<file path="src/hw/rtl/nearest_color_center_core_assert.svh">
// Assertion helpers for the top-level core; expects clk and rst in scope.
`ifndef NEAREST_COLOR_CENTER_CORE_ASSERT_SVH
`define NEAREST_COLOR_CENTER_CORE_ASSERT_SVH

// Consequent must hold in the same cycle as the antecedent.
`define NCC_ASSERT_NOW(label, ante, cons, msg) \
  label: assert property (@(posedge clk) disable iff (rst) (ante) |-> (cons)) \
    else $error(msg);

// Consequent must hold in the cycle after the antecedent.
`define NCC_ASSERT_NEXT(label, ante, cons, msg) \
  label: assert property (@(posedge clk) disable iff (rst) (ante) |=> (cons)) \
    else $error(msg);

`endif

</file>
<file path="src/hw/rtl/ncc_pkg.sv">
`timescale 1ns / 1ps
package ncc_pkg;

  localparam int CHAN_W          = 8;
  localparam int CENTER_W        = 24;
  localparam int SUM_W           = 18;
  localparam int ROOT_W          = 9;
  localparam int IDX_W           = 3;
  localparam int CNT_W           = 3;
  localparam int CFG_INDEX_W     = 3;
  localparam int LANES           = 8;
  localparam int MAX_CENTERS_DEF = 7;

  localparam logic [CFG_INDEX_W-1:0] REG_CENTER_COUNT = 3'd0;
  localparam logic [CFG_INDEX_W-1:0] REG_CENTER_BASE  = 3'd1;

  typedef logic [SUM_W-1:0]  sum_t;
  typedef logic [ROOT_W-1:0] root_t;
  typedef logic [IDX_W-1:0]  idx_t;

  localparam sum_t SUM_NONE = {SUM_W{1'b1}};

endpackage

</file>
<file path="src/hw/rtl/ncc_min.sv">
`timescale 1ns / 1ps
module ncc_min #(
  parameter int MAX_CENTERS = ncc_pkg::MAX_CENTERS_DEF
) (
  input  logic                                        clk,
  input  logic                                        rst,
  input  logic                                        in_valid,
  output logic                                        in_ready,
  input  logic [MAX_CENTERS-1:0][ncc_pkg::SUM_W-1:0]  in_sums,
  output logic                                        out_valid,
  input  logic                                        out_ready,
  output logic [ncc_pkg::SUM_W-1:0]                   min_sum,
  output logic [MAX_CENTERS-1:0][ncc_pkg::SUM_W-1:0]  out_sums
);
  import ncc_pkg::*;

  logic [1:0] vld;
  logic [1:0] en;

  sum_t                              lane [LANES];
  sum_t                              m4   [LANES/2];
  sum_t                              m2   [LANES/4];
  sum_t                              pair_q [LANES/4];
  logic [MAX_CENTERS-1:0][SUM_W-1:0] sums_a_q;
  logic [MAX_CENTERS-1:0][SUM_W-1:0] sums_b_q;
  sum_t                              min_q;

  always_comb begin
    en[1] = !vld[1] || out_ready;
    en[0] = !vld[0] || en[1];
  end

  assign in_ready  = en[0];
  assign out_valid = vld[1];
  assign min_sum   = min_q;
  assign out_sums  = sums_b_q;

  always_comb begin
    for (int i = 0; i < LANES; i++) begin
      lane[i] = SUM_NONE;
    end
    for (int i = 0; i < MAX_CENTERS; i++) begin
      lane[i] = in_sums[i];
    end
    for (int j = 0; j < LANES/2; j++) begin
      m4[j] = (lane[2*j+1] < lane[2*j]) ? lane[2*j+1] : lane[2*j];
    end
    for (int k = 0; k < LANES/4; k++) begin
      m2[k] = (m4[2*k+1] < m4[2*k]) ? m4[2*k+1] : m4[2*k];
    end
  end

  always_ff @(posedge clk) begin
    if (rst) begin
      vld <= '0;
    end else begin
      if (en[0]) vld[0] <= in_valid;
      if (en[1]) vld[1] <= vld[0];
    end
  end

  always_ff @(posedge clk) begin
    if (en[0]) begin
      for (int k = 0; k < LANES/4; k++) pair_q[k] <= m2[k];
      sums_a_q <= in_sums;
    end
    if (en[1]) begin
      min_q    <= (pair_q[1] < pair_q[0]) ? pair_q[1] : pair_q[0];
      sums_b_q <= sums_a_q;
    end
  end

endmodule

</file>
<file path="config.mk">
export PLATFORM = sky130hd
export DESIGN_NAME = ncc_min
export DESIGN_NICKNAME = d
export VERILOG_FILES = /design/src/hw/rtl/nearest_color_center_core_assert.svh /design/src/hw/rtl/ncc_pkg.sv /design/src/hw/rtl/ncc_min.sv
export SDC_FILE = /design/constraint.sdc
export NUM_CORES = 1
export LEC_CHECK = 0
export BUFFER_PORTS_ARGS = -buffer_cell sky130_fd_sc_hd__buf_2
export CAP_MARGIN = 25
export CORE_MARGIN = 5
export CORE_UTILIZATION = 55
export DETAILED_ROUTE_END_ITERATION = 6
export PLACE_DENSITY = 0.8
export SETUP_SLACK_MARGIN = 0.1
export SLEW_MARGIN = 0
export SYNTH_ARGS = -nofsm -noshare
export SYNTH_HDL_FRONTEND = slang
export SYNTH_SLANG_ARGS = --single-unit
</file>
<file path="constraint.sdc">
create_clock -name clk -period 6.5 [get_ports clk]
set_input_delay 0.65 -clock clk [delete_from_list [all_inputs] [get_ports clk]]
set_output_delay 0.65 -clock clk [all_outputs]
set_load 0.02 [all_outputs]
</file>
# After elaboration in Yosys (flattened, before gate mapping)
# Memory sizes are Yosys's and may differ from the RTL's.
# Cells that the tools add are included.
[word_totals]
ram_bits = 36
mem_count = 1
out_inout_bits = 146
register_bits = 272
in_bits = 130
wordCells = 38
[op_classes]
reduce_logical = 4
n_lt_le_gt_ge = 7
mux = 9
[mem_list]
columns = ["name", "depth", "width", "read_ports", "rd_ports_with_merged_regs", "write_ports", "line", "source"]
rows = [
  ["pair_q", 2, 18, 2, 0, 2, "ncc_min.sv:23", "sum_t pair_q [LANES/4];"],
]
[op_table]
columns = ["op", "n"]
rows = [
  ["18-bit two-way mux", 7],
  ["18-bit less-than comparator", 6],
  ["18-bit less-than comparator, first input constant", 1],
  ["1-bit logical NOT", 2],
  ["1-bit logical OR", 2],
  ["1-bit two-way mux", 2],
]

# Logic depth before layout (Yosys ltp)
# Gate-level depths: netlist of run 1.
[depth]
word_depth = 5
depth_mapped = 22
ltp_nobuf = 17

# Worst setup path after synthesis of run 1
# No wires, ideal clock.
[synth_timing]
path_type = "input -> register"
from = "input port out_ready"
to = "memory pair_q[0][0] (netlist name) (enable)"
n_path_buf = 0
path_stages = 2
t_required_ns = 5.117
arrival_ns = 3.620
path_slack_ns = 1.498
cell_sequence = "nor2b_1 nand2_1"
[synth_lines]
columns = ["item", "line", "source"]
rows = [
  ["start: declaration", "ncc_min.sv:11", "input logic out_ready,"],
  ["end: declaration", "ncc_min.sv:23", ""],
]

==> reports/summary.md, run 1 <==
## Synthesis
* 308 — number of flip-flops and latches in the synthesized netlist
* 0 — YS warnings
* 48 — post-synthesis cell type count
* 0.689 — sequential fraction of the synthesis area
* 0 — share of async-settable or async-resettable flops after synthesis
* sky130_fd_sc_hd__edfxtp_1 — Synth Flop Type
* 306 — EDFF count, synth
* 843 — Gate Count Post-Synth
* 13,400 sq um — Synth Cell Area
* 15.9 sq um — average cell area after synthesis
* 1,075 — Synthesized Nets

## STA
* 0.807 — period utilisation layout
* 0 — max-slew violation total from the final report
* 5.24 ns — clock period minus final worst setup slack
* 0.00681 ns — Clock Skew
* 0.920 ns — slew at the pin closest to its max-slew limit
* 191 MHz — highest achievable clock rate
* 0 — final number of hold-violating endpoints
* 0 — Finish-stage setup viols
* 0.386 — headroom to the max-slew limit
* 0 ns — setup tns final
* no — unrepaired setup endpoints after global routing

## Global route
* 0.201 — global-route total usage across every layer
* 91 — largest net degree at the start of global routing
* 2 — number of antenna violations at the first check in global routing
* 0 — total gr overflow
* 8,141 — number of global-route vias before repair
* 44,400 microns — global-route wire length before repair

## Pwr
* 0.189 — Gate power share
* 1.41 mW — reported net switching power
* 0.348 — Clock power frac
* 4.07 mW — internal power consumption
* 0.257 — Net Sw Frac
* 0.259 mV — worst-case vdd ir drop
* 5.48 mW — power consumption
* 338 nW/um^2 — total power per unit cell area
* 7.07 nW — Lkg Pwr
* 0.463 — sequential share of power

## Floorplanning
* 24,200 sq um — core area
* 276 — IO Count
* 57 — number of rows created at floorplan
* 166 microns — die extent in y
* 166 microns — DIE WIDTH
* 0.554 — starting density of the core
* 27,600 sq um — Die Footprint

## Place
* 15,100 sq um — cell area after placement
* 1,429 — number of cells after detailed placement
* 20,800 microns — post-detail-place hpwl
* 275 — number of buffer cells added on primary ports
* 0.885 — Placer Congestion

## Routing
* 19.1 microns — wire length per cell
* 0 — final antenna-violating net count
* 5.32 — vias per std cell
* 0 — DRC violations left
* 563 — drt initial violations
* 28,500 microns — Final Routed Wirelength
* 5 — TritonRoute pass-1 iters
* 7,913 — vias

## Worst setup path
* sky130_fd_sc_hd__and2_1 — slowest library cell on the worst path
* primary input — type of origin of the critical path
* 5.54 ns — CP arrival
* vld[1] — beginning of the worst register-to-register path
* primary input to register — Setup CP Type
* in_sums[7] — launch point of the critical path
* buf_2, inv_1, ha_1, a211o_1, a21oi_1, o41a_1, o31a_1, and2_1, a21oi_1, ha_1, a2111oi_0, o21ai_0, o21ai_0, o211ai_1, nor2_1, o2111ai_4, a21o_1, and2_1 — Cell Chain, Critical Path
* 6.79 ns — data required time at the worst endpoint
* register — Setup crit end kind
* 34 — crit path max fanout
* 0.65 ns — peak per-stage delay on the critical path

## Cells and area
* 0.327 — fraction of final layout cells with drive strength greater than 1
* 1,487 — number of non-filler instances in the completed layout
* sky130_fd_sc_hd__edfxtp_1 — most common cell after layout, fill and taps aside
* 20.8% — relative area change from synthesis to final layout
* 1,370 — number of nets at the end of the flow
* sky130_fd_sc_hd__edfxtp_1 (306), sky130_fd_sc_hd__buf_2 (275), sky130_fd_sc_hd__ha_1 (102) — most frequent cells in the layout
* 16,200 sq um — final design instance area without fill

## CTS
* 0.54 ns — Skew-Pair Late Insertion Delay
* 0.06 ns — clock-pin slew on the worst setup and hold paths
* 0 — Setup Fix Bufs, Post-CTS
* built — CTS tree
* 308 — clock sinks
* 3 — number of buffers between clock root and the deepest sink
* sky130_fd_sc_hd__clkbuf_16 — CTS root buf
* 30 — number of CTS-inserted buffers
* 0 — # resized after CTS
* 0 — count of hold buffers inserted by post-cts repair
* 1 — htree depth

## Hold path
* rst — Worst Hold Launch
* primary input to register — Hold/Removal Path Class

## Job
* 0 — number of maximum-capacitance violations

## Run status
* complete, no violations — result of the run

## worst paths after layout
check	slack [ns]	end	cells past startpoint
worst min register to register	0.42	out_sums[87]	0
worst min-delay path	0.28	vld[1]	2
worst max register to register	3.55	sums_a_q[30]	4
worst max-delay path	1.26	pair_q[0][11]	18
## synthesized netlist by cell type (6+ instances only)
master                     number  area share
sky130_fd_sc_hd__a21o_1        29       0.016
sky130_fd_sc_hd__o21ai_0       15      0.0056
sky130_fd_sc_hd__ha_1         102       0.095
sky130_fd_sc_hd__nor2_1        16      0.0045
sky130_fd_sc_hd__buf_6         11      0.0092
sky130_fd_sc_hd__and2_1        19      0.0089
sky130_fd_sc_hd__mux2_4        11       0.012
sky130_fd_sc_hd__nand3_1       23      0.0086
sky130_fd_sc_hd__nand2_1       10      0.0028
sky130_fd_sc_hd__mux2_2        25       0.021
sky130_fd_sc_hd__nand4_1       17      0.0079
sky130_fd_sc_hd__a21oi_1       66       0.025
sky130_fd_sc_hd__mux2i_1       34       0.025
sky130_fd_sc_hd__inv_1         88       0.025
sky130_fd_sc_hd__nand2b_1       6      0.0028
sky130_fd_sc_hd__edfxtp_1     306        0.69
## worst max-delay path, delay by kind of cell
| kind | cells | cell delay (ns) |
|---|---|---|
| compound gates | 11 | 3.01 |
| fa+ha+maj | 2 | 0.67 |
| buf+inv | 2 | 0.16 |
| simple gates | 3 | 1.00 |
## power groups by stage
stage,sequential (mW),combinational [mW],clock (mW)
2_1_floorplan,2.71,0.567,0
3_3_place_gp,2.57,0.998,0
3_5_place_dp,2.58,1.02,0
4_1_cts,2.54,1.03,1.93
5_1_grt,2.56,1.14,2.04
6_report,2.54,1.04,1.90
## area by class of cell
| cell class | count | area [sq um] |
|---|---|---|
| inverters | 88 | 335 |
| diodes | 2 | 5.00 |
| clock inverters | 21 | 314 |
| multi-input cells | 427 | 3670 |
| flip-flops and latches | 308 | 9230 |
| well taps | 324 | 405 |
| clock buffers | 34 | 787 |
| repair buffers | 283 | 1440 |
| fillers | 1679 | 7990 |
## metrics by stage
step                 util  hold slack (ns)  setup WS, ns
floorplan               -            0.400          1.50
global placement    0.623            0.401          1.02
detailed placement  0.623            0.405         0.859
CTS                 0.669            0.252          1.38
global route        0.669            0.260         0.903
finish              0.669            0.277          1.26
## routing by layer
metal	share of wire	track usage	wire (microns)
met1	0.40	0.257	11500
met5	0	0	0
met2	0.50	0.349	14200
met3	0.067	0.0436	1910
met4	0.029	0.0574	811
## kinds of logic after synthesis
group | count (synthesis) | synth area share
DFF | 308 | 0.689
AOI/OAI and AO/OA | 149 | 0.0751
buffers and inverters | 108 | 0.0396
and+or+nand+nor | 106 | 0.0427
adders and majority gates | 102 | 0.0952
muxes | 70 | 0.0587
## sequential cells by signal (all words and copies together), names as in the netlist
register,cells
min_sum,18
pair_q,36
vld,2
sums_a_q,126
out_sums,126
Power figures use the tool's default switching activity.
==> run 2: changes to the inputs <==
--- a/config.mk
+++ b/config.mk
@@ -5,12 +5,13 @@
 export SDC_FILE = /design/constraint.sdc
 export NUM_CORES = 1
 export LEC_CHECK = 0
+export ABC_AREA = 1
 export BUFFER_PORTS_ARGS = -buffer_cell sky130_fd_sc_hd__buf_2
 export CAP_MARGIN = 25
 export CORE_MARGIN = 5
-export CORE_UTILIZATION = 55
+export CORE_UTILIZATION = 50
 export DETAILED_ROUTE_END_ITERATION = 6
-export PLACE_DENSITY = 0.8
+export PLACE_DENSITY = 0.77
 export SETUP_SLACK_MARGIN = 0.1
 export SLEW_MARGIN = 0
 export SYNTH_ARGS = -nofsm -noshare
==> constraint.sdc (replaced) <==
create_clock -name clk -period 4.6 [get_ports clk]
set_input_delay 0.46 -clock clk [delete_from_list [all_inputs] [get_ports clk]]
set_output_delay 0.46 -clock clk [all_outputs]
set_load 0.02 [all_outputs]
==> run 2 against run 1 <==
Effect of this change:
- worst setup slack got worse by 0.42 ns
- synthesized cell count rose by 25%
- area after synthesis fell by 0.10%
- largest cell class unchanged
- first-iteration DRC count fell by 7.1%
==> reports/summary.md, run 2 <==
## Global route
* 2 — number of antenna violations at the first check in global routing
* 98 — largest net degree at the start of global routing
* 0 — total gr overflow
* 8,823 — number of global-route vias before repair
* 0.192 — global-route total usage across every layer
* 46,400 microns — global-route wire length before repair

## Worst setup path
* 4.07 ns — CP arrival
* 4.90 ns — data required time at the worst endpoint
* primary input — type of origin of the critical path
* buf_2, inv_1, ha_1, nand2_1, inv_1, nand2_1, a21oi_1, nor2_1, nand3_2, buf_4, o21ai_0, ha_1, nand2_1, inv_1, nand3_1, inv_2, nand2_1, nand3_1, a31oi_4, nand2_4, nand2_1, nand2_1 — Cell Chain, Critical Path
* sky130_fd_sc_hd__nand2_1 — most common cell type on the critical path
* 0.49 ns — peak per-stage delay on the critical path
* primary input to register — Setup CP Type
* register — Setup crit end kind
* 19 — crit path max fanout
* sky130_fd_sc_hd__a31oi_4 — slowest library cell on the worst path

## Pwr
* 0.270 mV — worst-case vdd ir drop
* 7.90 mW — power consumption
* 483 nW/um^2 — total power per unit cell area
* 7.53 nW — Lkg Pwr

## Place
* 275 — number of buffer cells added on primary ports
* 22,300 microns — post-detail-place hpwl
* 0.869 — Placer Congestion
* 1,654 — number of cells after detailed placement

## CTS
* 31 — number of CTS-inserted buffers
* 0.06 ns — clock-pin slew on the worst setup and hold paths
* 0.55 ns — Skew-Pair Late Insertion Delay
* built — CTS tree
* sky130_fd_sc_hd__clkbuf_16 — CTS root buf
* 0 — # resized after CTS
* 3 — number of buffers between clock root and the deepest sink
* 308 — clock sinks
* 1 — htree depth
* 0 — count of hold buffers inserted by post-cts repair
* 0 — Setup Fix Bufs, Post-CTS

## Synthesis
* sky130_fd_sc_hd__edfxtp_1 — Synth Flop Type
* 0 — share of async-settable or async-resettable flops after synthesis
* 0.686 — fraction of post-synthesis cell area in the top cell type by area
* sky130_fd_sc_hd__edfxtp_1 (69%), sky130_fd_sc_hd__ha_1 (9.5%), sky130_fd_sc_hd__nand2_1 (6.0%) — top cells by area in the synthesized netlist
* 0 — YS warnings
* 1,288 — Synthesized Nets
* sky130_fd_sc_hd__edfxtp_1 — library cell occupying the most area in the post-synthesis netlist
* sky130_fd_sc_hd__edfxtp_1 — most used standard cell by instance count after synthesis
* 1,056 — Gate Count Post-Synth
* 12.7 sq um — average cell area after synthesis
* 13,400 sq um — Synth Cell Area
* sky130_fd_sc_hd__edfxtp_1 (306), sky130_fd_sc_hd__nand2_1 (215), sky130_fd_sc_hd__inv_1 (141), sky130_fd_sc_hd__ha_1 (102), sky130_fd_sc_hd__a21oi_1 (55) — Commonest cells post-synth
* 37 — post-synthesis cell type count
* 306 — EDFF count, synth
* 308 — number of flip-flops and latches in the synthesized netlist
* 0.689 — sequential fraction of the synthesis area

## STA
* 0 ns — setup tns final
* 0.819 — period utilisation layout
* 3.77 ns — clock period minus final worst setup slack
* 0.536 — headroom to the max-slew limit
* 0 — Finish-stage setup viols
* 0.696 ns — slew at the pin closest to its max-slew limit
* 266 MHz — highest achievable clock rate
* 0 — final number of hold-violating endpoints
* 0.0141 ns — Clock Skew
* 0 — max-slew violation total from the final report
* no — unrepaired setup endpoints after global routing

## Routing
* 0 — DRC violations left
* 17.3 microns — wire length per cell
* 0 — final antenna-violating net count
* 8,700 — vias
* 5.08 — vias per std cell
* 523 — drt initial violations
* 5 — TritonRoute pass-1 iters
* 29,700 microns — Final Routed Wirelength

## Run status
* complete, no violations — result of the run

## Cells and area
* sky130_fd_sc_hd__edfxtp_1 (306), sky130_fd_sc_hd__buf_2 (275), sky130_fd_sc_hd__nand2_1 (214) — most frequent cells in the layout
* 0.272 — fraction of final layout cells with drive strength greater than 1
* 0.624 — final standard cell utilization of the core
* 1,713 — number of non-filler instances in the completed layout
* sky130_fd_sc_hd__edfxtp_1 — most common cell after layout, fill and taps aside
* 1,584 — number of nets at the end of the flow
* 22.2% — relative area change from synthesis to final layout

## Floorplanning
* 0.511 — starting density of the core
* 276 — IO Count
* 30,100 sq um — Die Footprint
* 174 microns — DIE WIDTH
* 174 microns — die extent in y
* 59 — number of rows created at floorplan
* 26,200 sq um — core area

## Job
* 0 — number of maximum-capacitance violations

## Hold path
* primary input to register — Hold/Removal Path Class

==> run 2: cell types whose count changed after synthesis, sizes merged, moves of 26 or more <==
cell   change
nand3     +26
nand2    +213
inv       +68
mux2i     -34
o21ai     +45
mux2      -36
==> run 2: power breakdown <==
part	internal, mW	switching, mW	total (mW)
Sequential	3.49	0.101	3.59
Combinational	0.520	1.01	1.53
Clock	1.74	1.04	2.78
Total	5.75	2.15	7.90
==> run 2: stage by stage <==
step / instance area, sq um / worst slack [ns] / hold slack (ns)
after floorplan: 13400 / 0.503 / 0.400
after global placement: 15200 / 0.396 / 0.401
after detailed placement: 15200 / 0.316 / 0.405
after CTS: 16400 / 0.896 / 0.0517
after global routing: 16400 / 0.476 / 0.0605
final: 16400 / 0.834 / 0.0837
==> run 2: path summary, 6_finish.rpt <==
kind	start	end	slack, ns	cells past startpoint
max	in_sums[13]	pair_q[0][7]	0.83	22
min	rst	vld[1]	0.08	2
max reg2reg	pair_q[0][5]	min_sum[9]	2.10	9
min reg2reg	sums_a_q[34]	out_sums[34]	0.42	0
==> run 2: per-layer routing <==
metal | track usage | wire, microns | vias to the layer above
met5 | 0 | 0 | -
met4 | 0.0627 | 949 | 0
met3 | 0.0332 | 1560 | 57
met2 | 0.332 | 14800 | 267
met1 | 0.247 | 12300 | 4106
li1 | - | - | 4270
==> run 2: cell type report <==
class,count,area (sq um)
fillers,1973,9850
flip-flops and latches,308,9230
multi-input cells,573,3500
repair buffers,281,1470
clock buffers,32,779
inverters,157,589
well taps,335,419
clock inverters,25,375
diodes,2,5.00
==> run 2: logic make-up after synthesis <==
group | share of synthesized area
AO/OA/AOI/OAI | 0.0534
AND/OR/NAND/NOR | 0.111
flip-flops | 0.689
buffers and inverters | 0.0509
adder cells (fa/ha/maj) | 0.0953
==> run 2: critical path, delay by kind of cell <==
family	cells	cell delay, ns
buffers and inverters	6	0.61
and+or+nand+nor	11	1.54
AOI/OAI and AO/OA	3	0.83
adders and majority gates	2	0.62
==> run 3: changes to the inputs <==
--- a/config.mk
+++ b/config.mk
@@ -5,7 +5,7 @@
 export SDC_FILE = /design/constraint.sdc
 export NUM_CORES = 1
 export LEC_CHECK = 0
-export ABC_AREA = 1
+export ABC_AREA = 0
 export BUFFER_PORTS_ARGS = -buffer_cell sky130_fd_sc_hd__buf_2
 export CAP_MARGIN = 25
 export CORE_MARGIN = 5
==> constraint.sdc (replaced) <==
create_clock -name clk -period 3.4 [get_ports clk]
set_input_delay 0.34 -clock clk [delete_from_list [all_inputs] [get_ports clk]]
set_output_delay 0.34 -clock clk [all_outputs]
set_load 0.02 [all_outputs]
==> run 3 against run 2 <==
Effect of this change:
- the run now ends with setup timing left
- sequential share of layout area down 9.4 points
- sequential cell count unchanged
- clock skew down 0.0068 ns
- clock power up 26%
- hold slack worse by 0.059 ns
- power up 43%
- combinational power up 87%
- critical path type unchanged
- largest power group unchanged
- highest routed layer unchanged
==> reports/summary.md, run 3 (same netlist as run 1, synthesis figures left out) <==
## Job
* 0 — number of maximum-capacitance violations

## CTS
* 0.06 ns — clock-pin slew on the worst setup and hold paths
* sky130_fd_sc_hd__clkbuf_16 — CTS root buf
* built — CTS tree
* 31 — number of CTS-inserted buffers
* 0.55 ns — Skew-Pair Late Insertion Delay
* 1 — htree depth
* 308 — clock sinks
* 3 — number of buffers between clock root and the deepest sink

## Worst setup path
* pair_q[0][11] — beginning of the worst register-to-register path
* 7 — crit path max fanout
* register — Setup crit end kind
* 3.70 ns — data required time at the worst endpoint
* in_sums[3] — launch point of the critical path
* 4.05 ns — CP arrival
* primary input to register — Setup CP Type
* primary input — type of origin of the critical path

## Routing
* 35,900 microns — Final Routed Wirelength
* 5.25 — vias per std cell
* 0 — DRC violations left
* 617 — drt initial violations
* 5 — TritonRoute pass-1 iters
* 9,237 — vias
* 0 — final antenna-violating net count
* 20.4 microns — wire length per cell

## STA
* 0.00730 ns — Clock Skew
* yes — unrepaired setup endpoints after global routing
* 0 — final number of hold-violating endpoints
* 1.10 — period utilisation layout
* 3.75 ns — clock period minus final worst setup slack
* 0.447 — headroom to the max-slew limit
* 0.829 ns — slew at the pin closest to its max-slew limit
* 0 — max-slew violation total from the final report
* 35 — Finish-stage setup viols
* 267 MHz — highest achievable clock rate
* -0.347 ns — final worst slack

## Floorplanning
* 276 — IO Count
* 30,200 sq um — Die Footprint
* 0.503 — starting density of the core
* 26,700 sq um — core area
* 60 — number of rows created at floorplan
* 174 microns — DIE WIDTH
* 174 microns — die extent in y

## Pwr
* 11.3 mW — power consumption
* 0.324 mV — worst-case vdd ir drop
* 8.46 nW — Lkg Pwr
* 575 nW/um^2 — total power per unit cell area

## Global route
* 53,700 microns — global-route wire length before repair
* 0.225 — global-route total usage across every layer
* 0 — total gr overflow
* 145 — largest net degree at the start of global routing
* 9,764 — number of global-route vias before repair
* 2 — number of antenna violations at the first check in global routing

## Cells and area
* sky130_fd_sc_hd__edfxtp_1 — most common cell after layout, fill and taps aside
* 46.4% — relative area change from synthesis to final layout
* 19,600 sq um — final design instance area without fill
* 1,601 — fill cell total of the finished layout
* 1,623 — number of nets at the end of the flow
* 0.539 — fraction of final layout cells with drive strength greater than 1
* sky130_fd_sc_hd__edfxtp_1 (306), sky130_fd_sc_hd__buf_2 (252), sky130_fd_sc_hd__buf_4 (196) — most frequent cells in the layout

## Place
* 16,700 sq um — cell area after placement
* 23,400 microns — post-detail-place hpwl
* 0.880 — Placer Congestion
* 275 — number of buffer cells added on primary ports

## Hold path
* primary input to register — Hold/Removal Path Class
* in_sums[116] — Worst Hold Launch

## Run status
* finished, violations left — result of the run
* setup timing — failing checks

## run 3: changes by cell type in the layout (fill, tap and decap cells not counted), moves of 23 or more
cell	previous run	this run
sky130_fd_sc_hd__buf_4	3	196
sky130_fd_sc_hd__inv_1	141	67
sky130_fd_sc_hd__nor2_1	37	13
sky130_fd_sc_hd__a21oi_2	1	24
sky130_fd_sc_hd__nand3_1	47	7
sky130_fd_sc_hd__a21o_1	4	29
sky130_fd_sc_hd__dlygate4sd3_1	0	26
sky130_fd_sc_hd__o21ai_0	49	9
sky130_fd_sc_hd__buf_2	275	252
sky130_fd_sc_hd__ha_4	0	37
sky130_fd_sc_hd__buf_6	0	46
sky130_fd_sc_hd__nand2_1	214	8
sky130_fd_sc_hd__ha_1	102	64
## run 3: path summary, 6_finish.rpt
path	depth (start not counted)	end	slack, ns
worst max register to register	9	min_sum[13]	0.56
worst min-delay path	1	sums_a_q[116]	0.02
worst max-delay path	20	pair_q[0][17]	-0.35
worst min register to register	0	out_sums[93]	0.42
## run 3: per-layer routing
layer | share of wire | wire length, microns | GRT usage | vias up
li1 | - | - | - | 4320
met1 | 0.40 | 14200 | 0.294 | 4524
met2 | 0.52 | 18500 | 0.395 | 329
met3 | 0.062 | 2210 | 0.0366 | 64
met4 | 0.026 | 924 | 0.0561 | 0
met5 | 0 | 0 | 0 | -
## run 3: repair_timing
| action | CTS | global route |
|---|---|---|
| pin swaps | 72 | 41 |
| buffers inserted | 25 | 22 |
| endpoints found under the hold margin | 26 | 0 |
| resized for setup | 164 | 78 |
| endpoints found under the setup margin | 36 | 36 |
| hold buffers | 26 | 0 |
| gates cloned | 6 | 0 |
## run 3: critical path, cell delays in order
cell	delay (ns)
sky130_fd_sc_hd__buf_2	0.11
sky130_fd_sc_hd__inv_1	0.07
sky130_fd_sc_hd__ha_1	0.31
sky130_fd_sc_hd__nand2_1	0.06
sky130_fd_sc_hd__o41a_1	0.43
sky130_fd_sc_hd__o31a_1	0.37
sky130_fd_sc_hd__and2_4	0.23
sky130_fd_sc_hd__buf_6	0.14
sky130_fd_sc_hd__a21oi_4	0.16
sky130_fd_sc_hd__buf_6	0.13
sky130_fd_sc_hd__ha_4	0.20
sky130_fd_sc_hd__a21o_1	0.15
sky130_fd_sc_hd__a21o_1	0.16
sky130_fd_sc_hd__a21oi_2	0.13
sky130_fd_sc_hd__o211ai_1	0.14
sky130_fd_sc_hd__nor2_1	0.19
sky130_fd_sc_hd__o2111ai_4	0.21
sky130_fd_sc_hd__buf_6	0.20
sky130_fd_sc_hd__a21o_1	0.19
sky130_fd_sc_hd__and2_4	0.14
## run 3: cell type report
cell class | instances | area [sq um] | area share
sequential | 308 | 9230 | 0.470
antenna | 3 | 7.51 | 0.000383
timing repair buffer | 534 | 3760 | 0.191
clock inverter | 16 | 209 | 0.0107
tap | 341 | 427 | 0.0218
multi-input combinational | 428 | 4760 | 0.243
clock buffer | 40 | 850 | 0.0433
inverter | 88 | 377 | 0.0192
## run 3: power breakdown
group	switching [mW]	internal (mW)
Sequential	0.196	4.70
Clock	1.38	2.13
Combinational	1.47	1.39
Total	3.05	8.22
## run 3: per-stage QoR
| step | hold slack (ns) | setup TNS [ns] | worst slack (ns) | std cells | utilization |
|---|---|---|---|---|---|
| finish | 0.0247 | -9.14 | -0.347 | 1758 | 0.736 |
| floorplan | 0.400 | -16.94 | -0.668 | 843 | - |
| CTS | 0.00399 | -3.07 | -0.157 | 1735 | 0.717 |
| global placement | 0.400 | -32.87 | -1.00 | 1623 | 0.628 |
| global route | 0.00278 | -14.27 | -0.501 | 1758 | 0.736 |
| detailed placement | 0.405 | -35.77 | -1.14 | 1623 | 0.628 |
